**src/hdl/mhs_pkg.sv**
```systemverilog
// shared types and constants for the motor homing sequencer
// no dependencies
package mhs_pkg;

    typedef enum logic [2:0] {
        PH_INIT        = 3'd0,
        PH_WAIT_SWITCH = 3'd1,
        PH_START_MOVE  = 3'd2,
        PH_WAIT_MOVE   = 3'd3,
        PH_RUN         = 3'd4,
        PH_DEACT       = 3'd5
    } phase_t;

    typedef enum logic [2:0] {
        ST_IDLE,
        ST_TRACK,
        ST_DECIDE,
        ST_DIVIDE,
        ST_LAW,
        ST_CLAMP,
        ST_OUT
    } ctrl_state_t;

    localparam logic [2:0] CFG_SPEED_MODE   = 3'd0;
    localparam logic [2:0] CFG_MAX_DUTY     = 3'd1;
    localparam logic [2:0] CFG_TARGET_SPEED = 3'd2;
    localparam logic [2:0] CFG_FEEDFORWARD  = 3'd3;
    localparam logic [2:0] CFG_SPEED_GAIN   = 3'd4;
    localparam logic [2:0] CFG_TIMEOUT      = 3'd5;
    localparam logic [2:0] CFG_HOME_POS     = 3'd6;
    localparam logic [2:0] CFG_POS_SCALE    = 3'd7;

    localparam logic [1:0] MOVE_RUNNING = 2'd0;
    localparam logic [1:0] MOVE_DONE    = 2'd1;

    localparam int DIV_BITS = 26;

    typedef struct packed {
        logic start;
        logic track;
        logic decide;
        logic div_step;
        logic law;
        logic clamp;
        logic publish;
    } mhs_cmd_t;

    typedef struct packed {
        logic need_speed;
        logic div_done;
    } mhs_status_t;

endpackage

```
**src/hdl/motor_homing_sequencer_top.sv**
```systemverilog
// Homing sequencer for a DC motor with a limit switch. One input transaction
// is one 1 ms tick and yields one output transaction. On a 25 ms
// speed-measurement tick in speed mode, a radix-2 serial divider (one quotient
// bit per cycle over 26 bits) computes the speed; one tick is in flight at a
// time and the output register lets the next tick enter while a result waits.
// The user is to write configuration only while idle; the block does not enforce this.
// depends on mhs_pkg, mhs_ctrl, mhs_datapath
module motor_homing_sequencer_top #(
    parameter int INVERT_DIRECTION = 0,
    parameter int TIME_BITS        = 32
) (
    input  logic               clk,
    input  logic               rst_n,
    input  logic               cfg_we,
    input  logic [2:0]         cfg_index,
    input  logic [15:0]        cfg_data,
    input  logic               in_valid,
    output logic               in_ready,
    input  logic               switch_level,
    input  logic               power_on,
    input  logic signed [15:0] encoder_value,
    input  logic [1:0]         move_status,
    output logic               out_valid,
    input  logic               out_ready,
    output logic [15:0]        pwm_duty,
    output logic               pwm_enable,
    output logic               direction,
    output logic               encoder_clear,
    output logic               move_request,
    output logic [2:0]         phase,
    output logic               ready_res,
    output logic signed [31:0] position
);
    import mhs_pkg::*;

    mhs_cmd_t    cmd;
    mhs_status_t status;

    mhs_ctrl u_ctrl (
        .clk       (clk),
        .rst_n     (rst_n),
        .in_valid  (in_valid),
        .in_ready  (in_ready),
        .out_valid (out_valid),
        .out_ready (out_ready),
        .status    (status),
        .cmd       (cmd)
    );

    mhs_datapath #(
        .INVERT_DIRECTION (INVERT_DIRECTION),
        .TIME_BITS        (TIME_BITS)
    ) u_dp (
        .clk              (clk),
        .rst_n            (rst_n),
        .cfg_we           (cfg_we),
        .cfg_index        (cfg_index),
        .cfg_data         (cfg_data),
        .in_switch_level  (switch_level),
        .in_power_on      (power_on),
        .in_encoder_value (encoder_value),
        .in_move_status   (move_status),
        .cmd              (cmd),
        .status           (status),
        .pwm_duty         (pwm_duty),
        .pwm_enable       (pwm_enable),
        .direction        (direction),
        .encoder_clear    (encoder_clear),
        .move_request     (move_request),
        .phase            (phase),
        .ready_res        (ready_res),
        .position         (position)
    );
endmodule

```
**src/hdl/mhs_ctrl.sv**
```systemverilog
// controller state machine sequencing one tick through the datapath
// depends on mhs_pkg
module mhs_ctrl (
    input  logic                clk,
    input  logic                rst_n,
    input  logic                in_valid,
    output logic                in_ready,
    output logic                out_valid,
    input  logic                out_ready,
    input  mhs_pkg::mhs_status_t status,
    output mhs_pkg::mhs_cmd_t    cmd
);
    import mhs_pkg::*;

    ctrl_state_t state_reg, state_next;
    logic        out_valid_reg, out_valid_next;

    always_ff @(posedge clk or negedge rst_n)
    begin
        if (!rst_n)
        begin
            state_reg     <= ST_IDLE;
            out_valid_reg <= 1'b0;
        end
        else
        begin
            state_reg     <= state_next;
            out_valid_reg <= out_valid_next;
        end
    end

    always_comb
    begin
        state_next     = state_reg;
        out_valid_next = out_valid_reg;
        cmd            = '0;
        in_ready       = 1'b0;
        if (out_valid_reg && out_ready)
        begin
            out_valid_next = 1'b0;
        end
        case (state_reg)
            ST_IDLE:
            begin
                in_ready = 1'b1;
                if (in_valid)
                begin
                    cmd.start  = 1'b1;
                    state_next = ST_TRACK;
                end
            end
            ST_TRACK:
            begin
                cmd.track  = 1'b1;
                state_next = ST_DECIDE;
            end
            ST_DECIDE:
            begin
                cmd.decide = 1'b1;
                state_next = status.need_speed ? ST_DIVIDE : ST_OUT;
            end
            ST_DIVIDE:
            begin
                cmd.div_step = 1'b1;
                if (status.div_done)
                begin
                    state_next = ST_LAW;
                end
            end
            ST_LAW:
            begin
                cmd.law    = 1'b1;
                state_next = ST_CLAMP;
            end
            ST_CLAMP:
            begin
                cmd.clamp  = 1'b1;
                state_next = ST_OUT;
            end
            ST_OUT:
            begin
                if (!out_valid_reg || out_ready)
                begin
                    cmd.publish    = 1'b1;
                    out_valid_next = 1'b1;
                    state_next     = ST_IDLE;
                end
            end
            default:
            begin
                state_next = ST_IDLE;
            end
        endcase
    end

    assign out_valid = out_valid_reg;

`ifndef ASSERT_OFF
    a_pub_idle: assert property (@(posedge clk) disable iff (!rst_n)
        cmd.publish |=> state_reg == ST_IDLE && out_valid_reg)
        else $error("publish did not return to idle");
    a_one_in_flight: assert property (@(posedge clk) disable iff (!rst_n)
        in_ready |-> state_reg == ST_IDLE)
        else $error("input taken while busy");
    a_start_track: assert property (@(posedge clk) disable iff (!rst_n)
        cmd.start |=> state_reg == ST_TRACK)
        else $error("start did not enter track");
`endif
endmodule

```
**src/hdl/mhs_datapath.sv**
```systemverilog
// datapath: timers, phase logic, speed divider, duty law and position
// depends on mhs_pkg
module mhs_datapath #(
    parameter int INVERT_DIRECTION = 0,
    parameter int TIME_BITS        = 32
) (
    input  logic                 clk,
    input  logic                 rst_n,
    input  logic                 cfg_we,
    input  logic [2:0]           cfg_index,
    input  logic [15:0]          cfg_data,
    input  logic                 in_switch_level,
    input  logic                 in_power_on,
    input  logic signed [15:0]   in_encoder_value,
    input  logic [1:0]           in_move_status,
    input  mhs_pkg::mhs_cmd_t    cmd,
    output mhs_pkg::mhs_status_t status,
    output logic [15:0]          pwm_duty,
    output logic                 pwm_enable,
    output logic                 direction,
    output logic                 encoder_clear,
    output logic                 move_request,
    output logic [2:0]           phase,
    output logic                 ready_res,
    output logic signed [31:0]   position
);
    import mhs_pkg::*;

    localparam int TB = TIME_BITS;

    logic        speed_mode_reg;
    logic [15:0] max_duty_reg, target_reg, timeout_reg;
    logic [7:0]  kv_reg, kp_reg;
    logic signed [7:0] scale_reg;

    logic        sw_reg, pw_reg;
    logic signed [15:0] enc_reg;
    logic [1:0]  mst_reg;

    logic [TB-1:0] now_reg, press_start_reg, power_start_reg, measure_reg;
    phase_t      phase_reg, prev_reg;
    logic        press_valid_reg, power_seen_reg, tracking_reg, done_reg, pwm_on_reg;
    logic signed [15:0] enc_ref_reg;
    logic signed [31:0] pos_reg;
    logic [15:0] duty_reg;
    logic [DIV_BITS-1:0] filt_reg;
    logic        clear_reg, request_reg;

    logic [DIV_BITS-1:0] rem_reg, quo_reg;
    logic [TB-1:0]       dt_reg;
    logic [4:0]          div_cnt_reg;
    logic signed [41:0]  law_reg;

    logic [15:0] o_duty_reg;
    logic        o_en_reg, o_clr_reg, o_req_reg, o_done_reg;
    logic [2:0]  o_phase_reg;
    logic signed [31:0] o_pos_reg;

    logic signed [16:0] delta;
    logic signed [16:0] delta_w;
    logic signed [25:0] prod;
    logic signed [33:0] acc;
    logic [TB-1:0] now1;
    logic [TB-1:0] el_meas, el_press, el_power;
    logic [15:0] pulses;
    logic [32:0] trial;
    logic [DIV_BITS-1:0] rem_sh;
    logic [DIV_BITS:0] sum_sp;
    logic [DIV_BITS-1:0] spd;
    logic [23:0] ff_prod;
    logic signed [26:0] spd_err;
    logic signed [35:0] fb_prod;

    always_comb
    begin
        delta = 17'(enc_reg) - 17'(enc_ref_reg);
        if (delta > 17'sd32000)
        begin
            delta_w = delta - 17'sd65536;
        end
        else if (delta < -17'sd32000)
        begin
            delta_w = delta + 17'sd65536;
        end
        else
        begin
            delta_w = delta;
        end
        prod   = 26'(delta_w) * 26'(scale_reg);
        acc    = 34'(pos_reg) + 34'(prod);
        now1   = now_reg;
        el_meas  = now_reg - measure_reg;
        el_press = now_reg - press_start_reg;
        el_power = now_reg - power_start_reg;
        pulses = enc_reg[15] ? 16'(-enc_reg) : 16'(enc_reg);
        rem_sh = {rem_reg[DIV_BITS-2:0], quo_reg[DIV_BITS-1]};
        trial  = 33'(rem_sh) - 33'(dt_reg);
        sum_sp = (DIV_BITS+1)'(quo_reg) + (DIV_BITS+1)'(filt_reg);
        spd    = DIV_BITS'(sum_sp >> 1);
        ff_prod = 24'(target_reg) * 24'(kv_reg);
        spd_err = 27'(target_reg) - 27'(spd);
        fb_prod = 36'(spd_err) * 36'($signed({1'b0, kp_reg}));
    end

    assign status.need_speed = speed_mode_reg && phase_reg == PH_WAIT_SWITCH
                               && prev_reg == PH_WAIT_SWITCH && el_meas >= TB'(25);
    assign status.div_done   = div_cnt_reg == 5'(DIV_BITS - 1);

    always_ff @(posedge clk or negedge rst_n)
    begin
        if (!rst_n)
        begin
            speed_mode_reg <= 1'b0;
            max_duty_reg   <= '0;
            target_reg     <= '0;
            timeout_reg    <= '0;
            kv_reg         <= '0;
            kp_reg         <= '0;
            scale_reg      <= 8'sd1;
            now_reg        <= '0;
            press_start_reg <= '0;
            power_start_reg <= '0;
            measure_reg    <= '0;
            phase_reg      <= PH_INIT;
            prev_reg       <= PH_DEACT;
            press_valid_reg <= 1'b0;
            power_seen_reg <= 1'b0;
            tracking_reg   <= 1'b0;
            done_reg       <= 1'b0;
            pwm_on_reg     <= 1'b0;
            enc_ref_reg    <= '0;
            pos_reg        <= '0;
            duty_reg       <= '0;
            filt_reg       <= '0;
            clear_reg      <= 1'b0;
            request_reg    <= 1'b0;
            rem_reg        <= '0;
            quo_reg        <= '0;
            dt_reg         <= '0;
            law_reg        <= '0;
            div_cnt_reg    <= '0;
            o_duty_reg     <= '0;
            o_en_reg       <= 1'b0;
            o_clr_reg      <= 1'b0;
            o_req_reg      <= 1'b0;
            o_done_reg     <= 1'b0;
            o_phase_reg    <= PH_INIT;
            o_pos_reg      <= '0;
        end
        else
        begin
            if (cfg_we)
            begin
                case (cfg_index)
                    CFG_SPEED_MODE:   speed_mode_reg <= cfg_data[0];
                    CFG_MAX_DUTY:     max_duty_reg   <= cfg_data;
                    CFG_TARGET_SPEED: target_reg     <= cfg_data;
                    CFG_FEEDFORWARD:  kv_reg         <= cfg_data[7:0];
                    CFG_SPEED_GAIN:   kp_reg         <= cfg_data[7:0];
                    CFG_TIMEOUT:      timeout_reg    <= cfg_data;
                    CFG_POS_SCALE:    scale_reg      <= cfg_data[7:0];
                    default:          ;
                endcase
            end
            if (cmd.start)
            begin
                now_reg     <= now_reg + TB'(1);
                clear_reg   <= 1'b0;
                request_reg <= 1'b0;
            end
            if (cmd.track && tracking_reg)
            begin
                enc_ref_reg <= enc_reg;
                if (acc > 34'sh7FFFFFFF)
                begin
                    pos_reg <= 32'sh7FFFFFFF;
                end
                else if (acc < -34'sh80000000)
                begin
                    pos_reg <= 32'sh80000000;
                end
                else
                begin
                    pos_reg <= 32'(acc);
                end
            end
            if (cmd.decide)
            begin
                prev_reg <= phase_reg;
                case (phase_reg)
                    PH_INIT:
                    begin
                        press_valid_reg <= 1'b0;
                        press_start_reg <= '0;
                        power_start_reg <= '0;
                        power_seen_reg  <= 1'b0;
                        tracking_reg    <= 1'b0;
                        enc_ref_reg     <= '0;
                        pos_reg         <= '0;
                        done_reg        <= 1'b0;
                        duty_reg        <= '0;
                        pwm_on_reg      <= 1'b0;
                        phase_reg       <= PH_WAIT_SWITCH;
                    end
                    PH_WAIT_SWITCH:
                    begin
                        if (prev_reg != PH_WAIT_SWITCH)
                        begin
                            if (!speed_mode_reg)
                            begin
                                duty_reg   <= max_duty_reg;
                                pwm_on_reg <= 1'b1;
                            end
                            measure_reg <= now1;
                            filt_reg    <= '0;
                        end
                        if (!power_seen_reg && pw_reg)
                        begin
                            power_start_reg <= now1;
                        end
                        power_seen_reg <= pw_reg;
                        if (status.need_speed)
                        begin
                            clear_reg   <= 1'b1;
                            measure_reg <= now1;
                            dt_reg      <= el_meas;
                            rem_reg     <= '0;
                            quo_reg     <= DIV_BITS'(pulses) * DIV_BITS'(1000);
                            div_cnt_reg <= '0;
                        end
                        if (!sw_reg && press_valid_reg && el_press > TB'(50))
                        begin
                            duty_reg     <= '0;
                            pwm_on_reg   <= 1'b1;
                            clear_reg    <= 1'b1;
                            tracking_reg <= 1'b1;
                            enc_ref_reg  <= '0;
                            phase_reg    <= PH_START_MOVE;
                        end
                        else if (pw_reg && (TB+1)'(
                                 (!power_seen_reg) ? TB'(0) : el_power)
                                 > (TB+1)'(timeout_reg) + (TB+1)'(1000))
                        begin
                            phase_reg <= PH_DEACT;
                        end
                        if (sw_reg)
                        begin
                            press_valid_reg <= 1'b0;
                        end
                        else if (!press_valid_reg || prev_reg != PH_WAIT_SWITCH)
                        begin
                            press_start_reg <= now1;
                            press_valid_reg <= 1'b1;
                        end
                    end
                    PH_START_MOVE:
                    begin
                        request_reg <= 1'b1;
                        phase_reg   <= PH_WAIT_MOVE;
                    end
                    PH_WAIT_MOVE:
                    begin
                        if (mst_reg == MOVE_DONE)
                        begin
                            done_reg  <= 1'b1;
                            phase_reg <= PH_RUN;
                        end
                        else if (mst_reg != MOVE_RUNNING)
                        begin
                            phase_reg <= PH_DEACT;
                        end
                    end
                    PH_RUN:
                    begin
                    end
                    default:
                    begin
                        if (prev_reg != phase_reg)
                        begin
                            pwm_on_reg <= 1'b0;
                        end
                    end
                endcase
            end
            if (cmd.div_step)
            begin
                div_cnt_reg <= div_cnt_reg + 5'd1;
                quo_reg     <= {quo_reg[DIV_BITS-2:0], !trial[32]};
                rem_reg     <= trial[32] ? rem_sh : trial[DIV_BITS-1:0];
            end
            if (cmd.law)
            begin
                filt_reg <= spd;
                law_reg  <= 42'(fb_prod) + 42'(ff_prod);
            end
            if (cmd.clamp)
            begin
                pwm_on_reg <= 1'b1;
                // switch found on this tick keeps the duty at zero
                if (phase_reg != PH_START_MOVE)
                begin
                    if (law_reg < 0)
                    begin
                        duty_reg <= '0;
                    end
                    else if (law_reg > 42'(max_duty_reg))
                    begin
                        duty_reg <= max_duty_reg;
                    end
                    else
                    begin
                        duty_reg <= law_reg[15:0];
                    end
                end
            end
            if (cmd.publish)
            begin
                o_duty_reg  <= duty_reg;
                o_en_reg    <= pwm_on_reg;
                o_clr_reg   <= clear_reg;
                o_req_reg   <= request_reg;
                o_phase_reg <= phase_reg;
                o_done_reg  <= done_reg;
                o_pos_reg   <= pos_reg;
            end
        end
    end

    always_ff @(posedge clk)
    begin
        if (cmd.start)
        begin
            sw_reg  <= in_switch_level;
            pw_reg  <= in_power_on;
            enc_reg <= in_encoder_value;
            mst_reg <= in_move_status;
        end
    end

    assign pwm_duty      = o_duty_reg;
    assign pwm_enable    = o_en_reg;
    assign direction     = INVERT_DIRECTION[0];
    assign encoder_clear = o_clr_reg;
    assign move_request  = o_req_reg;
    assign phase         = o_phase_reg;
    assign ready_res     = o_done_reg;
    assign position      = o_pos_reg;

`ifndef ASSERT_OFF
    a_req_phase: assert property (@(posedge clk) disable iff (!rst_n)
        cmd.publish && request_reg |=> o_phase_reg == PH_WAIT_MOVE)
        else $error("move request outside start move");
    a_done_run: assert property (@(posedge clk) disable iff (!rst_n)
        cmd.publish && done_reg |=> o_phase_reg == PH_RUN)
        else $error("ready outside run");
    a_deact_hold: assert property (@(posedge clk) disable iff (!rst_n)
        cmd.decide && phase_reg == PH_DEACT |=> phase_reg == PH_DEACT)
        else $error("left deactivated phase");
`endif
endmodule
```
**config.mk**
```make
export PLATFORM = sky130hd
export DESIGN_NAME = motor_homing_sequencer_top
export DESIGN_NICKNAME = d
export VERILOG_FILES = /design/src/hdl/mhs_pkg.sv /design/src/hdl/motor_homing_sequencer_top.sv /design/src/hdl/mhs_ctrl.sv /design/src/hdl/mhs_datapath.sv
export SDC_FILE = /design/constraint.sdc
export NUM_CORES = 2
export LEC_CHECK = 0
export BUFFER_PORTS_ARGS = -buffer_cell sky130_fd_sc_hd__buf_2
export CAP_MARGIN = 20
export CORE_MARGIN = 5
export CORE_UTILIZATION = 50
export CTS_CLUSTER_DIAMETER = 30
export DETAILED_ROUTE_END_ITERATION = 6
export GPL_TIMING_DRIVEN = 0
export PLACE_DENSITY = 0.62
export SYNTH_ARGS = -nofsm -noshare
export SYNTH_HDL_FRONTEND = slang
export SYNTH_SLANG_ARGS = --single-unit
```
**constraint.sdc**
```tcl
create_clock -name clk -period 10.62 [get_ports clk]
set_clock_uncertainty 0.1 [all_clocks]
set_input_delay 1.062 -clock clk [delete_from_list [all_inputs] [get_ports clk]]
set_output_delay 1.062 -clock clk [all_outputs]
set_load 0.01 [all_outputs]
```
# Yosys cells after proc, flatten, opt, wreduce, memory -nomap -nowiden
# Index checks and enable logic that the tools add are counted.
totals:
  inputBits: 44
  elab_cells: 251
  reg_bits: 513
  output_inout_bits: 58
op_classes:
  multipliers: 4
  mux: 92
  eq_ne: 36
  reduce_logical: 53
  n_lt_le_gt_ge: 9
  n_addsub: 15
ops:
  columns: ["cell", "n"]
  rows:
  - ["32-bit two-way mux", 11]
  - ["26-bit two-way mux", 8]
  - ["16-bit two-way mux", 12]
  - ["32-bit one-hot mux with 2 select lines", 2]
  - ["25-bit two-way mux", 5]
  - ["32-bit subtractor", 3]
  - ["16-bit one-hot mux with 2 select lines", 2]
  - ["42-bit by 16-bit > comparator with 1-bit output", 1]
  - ["42-bit by 1-bit < comparator with 1-bit output, second input constant", 1]
  - ["36-bit by 25-bit adder with 37-bit output", 1]
  - ["27-bit by 9-bit multiplier with 36-bit output", 1]
  - ["34-bit by 32-bit > comparator with 1-bit output, second input constant", 1]
  - ["34-bit by 32-bit < comparator with 1-bit output, second input constant", 1]
  - ["17-bit two-way mux", 2]
  - ["32-bit by 25-bit adder with 33-bit output", 1]
  - ["33-bit > comparator", 1]
  - ["26-bit by 32-bit subtractor with 33-bit output", 1]
  - ["32-bit by 1-bit adder with 32-bit output, second input constant", 1]
  - ["32-bit by 5-bit greater-or-equal comparator with 1-bit output, second input constant", 1]
  - ["32-bit by 6-bit > comparator with 1-bit output, second input constant", 1]
  - ["1-bit two-way mux", 31]
  - ["26-bit by 26-bit adder with 27-bit output", 1]
  - ["3-bit AND reduction", 9]
  - ["16-bit by 26-bit subtractor with 27-bit output", 1]
  - ["39 further kinds", 110]

# Logic depth before layout (Yosys ltp)
logic_depth:
  word_depth: 12
  depth_mapped: 43
  depth_no_buf: 43

# By module
# Synthesis repeated with hierarchy kept, for this count alone.
unflattened:
  cells_unflattened: 5821
  area_unflattened_um2: 53070.9
by_module_without_submodules:
  columns: ["mod", "area_per_inst_um2", "cells_each", "instances"]
  rows:
  - ["mhs_datapath", 52790.6, 5792, 1]
  - ["mhs_ctrl", 280.3, 29, 1]

# Least setup slack after synthesis
# OpenSTA, ideal clock, no wires.
synth_timing:
  path_kind: "reg2reg"
  from: "register u_dp.quo_reg[0]"
  to: "register u_dp.law_reg[40]"
  required_ns: 10.387
  stages_incl_launch_ff: 39
  period_less_slack_ns: 9.476
  path_slack_ns: 1.144
  arrival_time_ns: 9.242
  path_cell_list: "dfrtp_1 -> and2_1 -> fa_1 -> a211oi_2 -> o21ai_1 -> a21o_1 -> a21oi_1 -> xnor2_1 -> ha_1 -> nand2_1 -> a2111oi_0 -> o31ai_1 -> a21boi_0 -> o21ai_0 -> nor4_1 -> nand2_1 -> xor2_1 -> nand2_1 -> [... 3 more ...] -> inv_1 -> fa_1 -> inv_1 -> fa_1 -> fa_1 -> ha_1 -> a21oi_1 -> o21ai_0 -> a211oi_1 -> nor2_1 -> or3_1 -> o211ai_1 -> nand2_1 -> o41ai_1 -> o2111ai_1 -> a21oi_1 -> xnor2_1 -> o21ai_0"
synth_via:
  elab_chain_len: 4
synth_rtl:
  columns: ["item", "line_no", "text"]
  rows:
  - ["start: declaration", "mhs_datapath.sv:49", "logic [DIV_BITS-1:0] rem_reg, quo_reg;"]
  - ["start signal: assignment", "mhs_datapath.sv:228", "quo_reg <= DIV_BITS'(pulses) * DIV_BITS'(1000);"]
  - ["start signal: assignment", "mhs_datapath.sv:288", "quo_reg <= {quo_reg[DIV_BITS-2:0], !trial[32]};"]
  - ["26-bit by 26-bit adder with 27-bit output", "mhs_datapath.sv:98", "sum_sp = (DIV_BITS+1)'(quo_reg) + (DIV_BITS+1)'(filt_reg);"]
  - ["16-bit by 26-bit subtractor with 27-bit output", "mhs_datapath.sv:101", "spd_err = 27'(target_reg) - 27'(spd);"]
  - ["27-bit by 9-bit multiplier with 36-bit output", "mhs_datapath.sv:102", "fb_prod = 36'(spd_err) * 36'($signed({1'b0, kp_reg}));"]
  - ["36-bit by 25-bit adder with 37-bit output", "mhs_datapath.sv:294", "law_reg <= 42'(fb_prod) + 42'(ff_prod);"]
  - ["end signal: assignment", "mhs_datapath.sv:294", null]
  - ["end: declaration", "mhs_datapath.sv:52", "logic signed [41:0] law_reg;"]
# No other way between the ends.
# A chain may end at the register's enable or synchronous reset.

# Worst setup path in the final report
# Same ends and word-level chain as after synthesis.

==> results.cfg <==
[timing]
drv_slew = 0
period_share_pct = 95.9
worst_pin_slew_ns = 1.17
fmax_mhz = 98.2
slew_headroom_pct = 21.7
min_period_ns = 10.19
finalHoldViolations = 0
setup_viol = 0

[detailed_routing]
ant_nets = 0
wl_per_cell_um = 19.3
routed_via_density = 5.58
vias = 41696
dr.first_iter.drc_count = 2608
drc = 0
first_pass_iters = 5
wl_um = 144000

[grt]
antenna_found_initial = 6
overflow = 0
grt_usage_pct = 25.9
grt_start_max_net_pins = 115
grt_first_pass_wirelength_um = 232000
first_global_vias = 42397

[synth]
synth_fa_ha_area_share_pct = 31.0
synth_area_per_cell_um2 = 9.17
ys_ff_latch = 508
synth_async_sr_flop_share_pct = 96.1
ys_types = 97
syn_area_mm2 = 0.0524
synthCells = 5719
ys_seq_area_share_pct = 24.4
ys_warn_count = 0
ys.flop_type = dfrtp_1
synth_xor_area_share_pct = 4.63
synth-compound-area-share_pct = 14.1
yosys.area_share.simple_pct = 15.2
synth-edff-count = 20
synth_top_family_by_area = adder cells
syn_nets = 6740
synthMuxAreaShare_pct = 3.78

[floorplanning]
die_h_um = 334
pin_count = 102
die_area_mm2 = 0.111
start_util_pct = 50.5
fp.dieW_um = 334
rows = 118
core_area_mm2 = 0.104

[clocking]
clk-insertion-delay-late_ns = 0.74
clockRootBuffer = clkbuf_16
cts.sink_count = 508
cts_buffers = 138
clockBufferDepth = 3
clk_pin_slew_worst_paths_ns = 0.04
cts_tree = yes
hold_buffers = 0
htree_num_levels = 4

[run_status]
outcome = finished clean

[layout]
largest_reg_flops = 37
final_nets = 7011
areaGrowthSynthToFinish_pct = 15.3
fin_area_mm2 = 0.0605
drive_above_1_share_pct = 10.4

[worst_setup_path]
required_ns = 11.07
cp_common_cell = fa_1
crit_arrival_ns = 10.64
path_class = register to register
crit_path_max_incr_delay_ns = 0.66
cp-start-kind = register
end_kind = register
critPathSlowestCell = a21oi_1
crit_fanout = 8

[placement]
gp_congestion = 0.919
dpl.hpwl_um = 114000
io_buffer_count = 98
place_area_mm2 = 0.0549

[run]
maxCapViolations = 0

[min_path]
hold_class = input port to async pin
-- metrics by stage --
stage / setup slack [ns] / setup TNS (ns) / util [%] / hold slack (ns) / cells
2_1_floorplan: 1.14 / 0 / - / 0.339 / 5719
6_report: 0.433 / 0 / 58.2 / 0.253 / 7477
5_1_grt: -0.0304 / -0.0304 / 58.2 / 0.301 / 7476
3_5_place_dp: -0.918 / -27.35 / 52.9 / 0.356 / 7211
3_3_place_gp: -2.12 / -1027.54 / 52.7 / 0.352 / 7197
4_1_cts: 0.00487 / 0 / 57.9 / 0.251 / 7457
-- synthesized netlist by cell type (11+ instances only) --
cell type / instances / share of area [%]
buf_2: 15 / 0.14
ha_1: 475 / 11
xor2_1: 103 / 1.7
nand3_1: 116 / 1.1
o211ai_1: 41 / 0.59
o2111ai_1: 11 / 0.18
fa_1: 502 / 19
mux2i_1: 34 / 0.65
clkbuf_1: 171 / 1.2
nand4_1: 36 / 0.43
o31a_1: 14 / 0.23
nand2b_1: 58 / 0.69
and2_1: 236 / 2.8
o31ai_1: 34 / 0.49
nor2_1: 177 / 1.3
and3_1: 41 / 0.49
nand3b_1: 11 / 0.16
a211o_1: 19 / 0.32
xnor2_1: 174 / 2.9
a21oi_1: 270 / 2.6
a21o_1: 116 / 1.7
o21bai_1: 32 / 0.46
nand2_1: 693 / 5.0
or3_1: 36 / 0.43
nor2b_1: 68 / 0.81
a211oi_1: 40 / 0.57
o21ai_0: 364 / 3.5
nor4_1: 21 / 0.25
o21a_1: 42 / 0.60
inv_1: 760 / 5.4
dfrtp_1: 485 / 23
nor3_1: 76 / 0.73
mux2_2: 146 / 3.1
edfxtp_1: 20 / 1.1
maj3_1: 25 / 0.48
a22o_1: 14 / 0.23
a31oi_1: 22 / 0.26
a21boi_0: 19 / 0.27
-- final cells by class --
cell class	count	area (um^2)
Sequential cell	508	12800
Inverter	761	2860
Buffer	190	752
Clock inverter	76	1200
Tap cell	1380	1730
Timing Repair Buffer	131	893
Multi-Input combinational cell	4260	36400
Clock buffer	170	3770
Fill cell	9108	43300
Antenna cell	1	2.50
-- layer usage --
metal  vias up  GRT usage (%)  share of wire [%]
li1      19818              -                  -
met1     20707           36.8                 46
met2       950           41.2                 46
met3       221           3.87                5.3
met4         0           8.13                2.8
met5         -              0                  0
-- cell usage in the layout (no fill, tap or decap), types with 176 or more instances in the layout --
| cell | Yosys | routed |
|---|---|---|
| nand2_1 | 693 | 692 |
| ha_1 | 475 | 473 |
| a21oi_1 | 270 | 263 |
| dfrtp_1 | 485 | 485 |
| and2_1 | 236 | 234 |
| o21ai_0 | 364 | 360 |
| nor2_1 | 177 | 176 |
| clkbuf_1 | 171 | 182 |
| fa_1 | 502 | 499 |
| inv_1 | 760 | 760 |
-- worst max-delay path, delay by kind of cell, from the launching register on --
| kind | cells | cell delay, ns |
|---|---|---|
| AOI/OAI and AO/OA | 19 | 4.38 |
| xor gates and xnor gates | 2 | 0.38 |
| buffers and inverters | 3 | 0.18 |
| and+or+nand+nor | 4 | 0.88 |
| DFF | 1 | 0.42 |
| adders and majority gates | 8 | 3.62 |
-- repair_timing --
item	4_1_cts	5_1_grt
setup endpoints to repair	39	42
setup buffers	0	18
pin swaps	0	16
resized for setup	29	48
-- path summary, 6_finish.rpt --
kind                                 startpoint                       end  slack, ns  depth (start not counted)
max in group asynchronous                 rst_n         u_dp.scale_reg[0]       8.57                          3
worst max-delay path            u_dp.quo_reg[0]          u_dp.law_reg[40]       0.43                         36
worst min register to register  u_dp.dt_reg[29]           u_dp.dt_reg[29]       0.37                          2
worst min-delay path                      rst_n  u_dp.press_start_reg[29]       0.25                          1
worst max register to register  u_dp.quo_reg[0]          u_dp.law_reg[40]       0.43                         36
min in group clk                u_dp.dt_reg[29]           u_dp.dt_reg[29]       0.37                          2
-- kinds of logic (layout without fill, tap and decap cells) --
| logic type | after synthesis | count (layout) |
|---|---|---|
| compound gates | 1167 | 1167 |
| xor+xnor | 277 | 277 |
| fa+ha+maj | 1002 | 1002 |
| buf+inv | 951 | 1328 |
| flops | 508 | 508 |
| mux | 180 | 180 |
| other cells | 1 | 2 |
| simple gates | 1633 | 1633 |
Power is not shown: default switching activity piles up to over one toggle a cycle in this logic, so the estimate is an artifact.
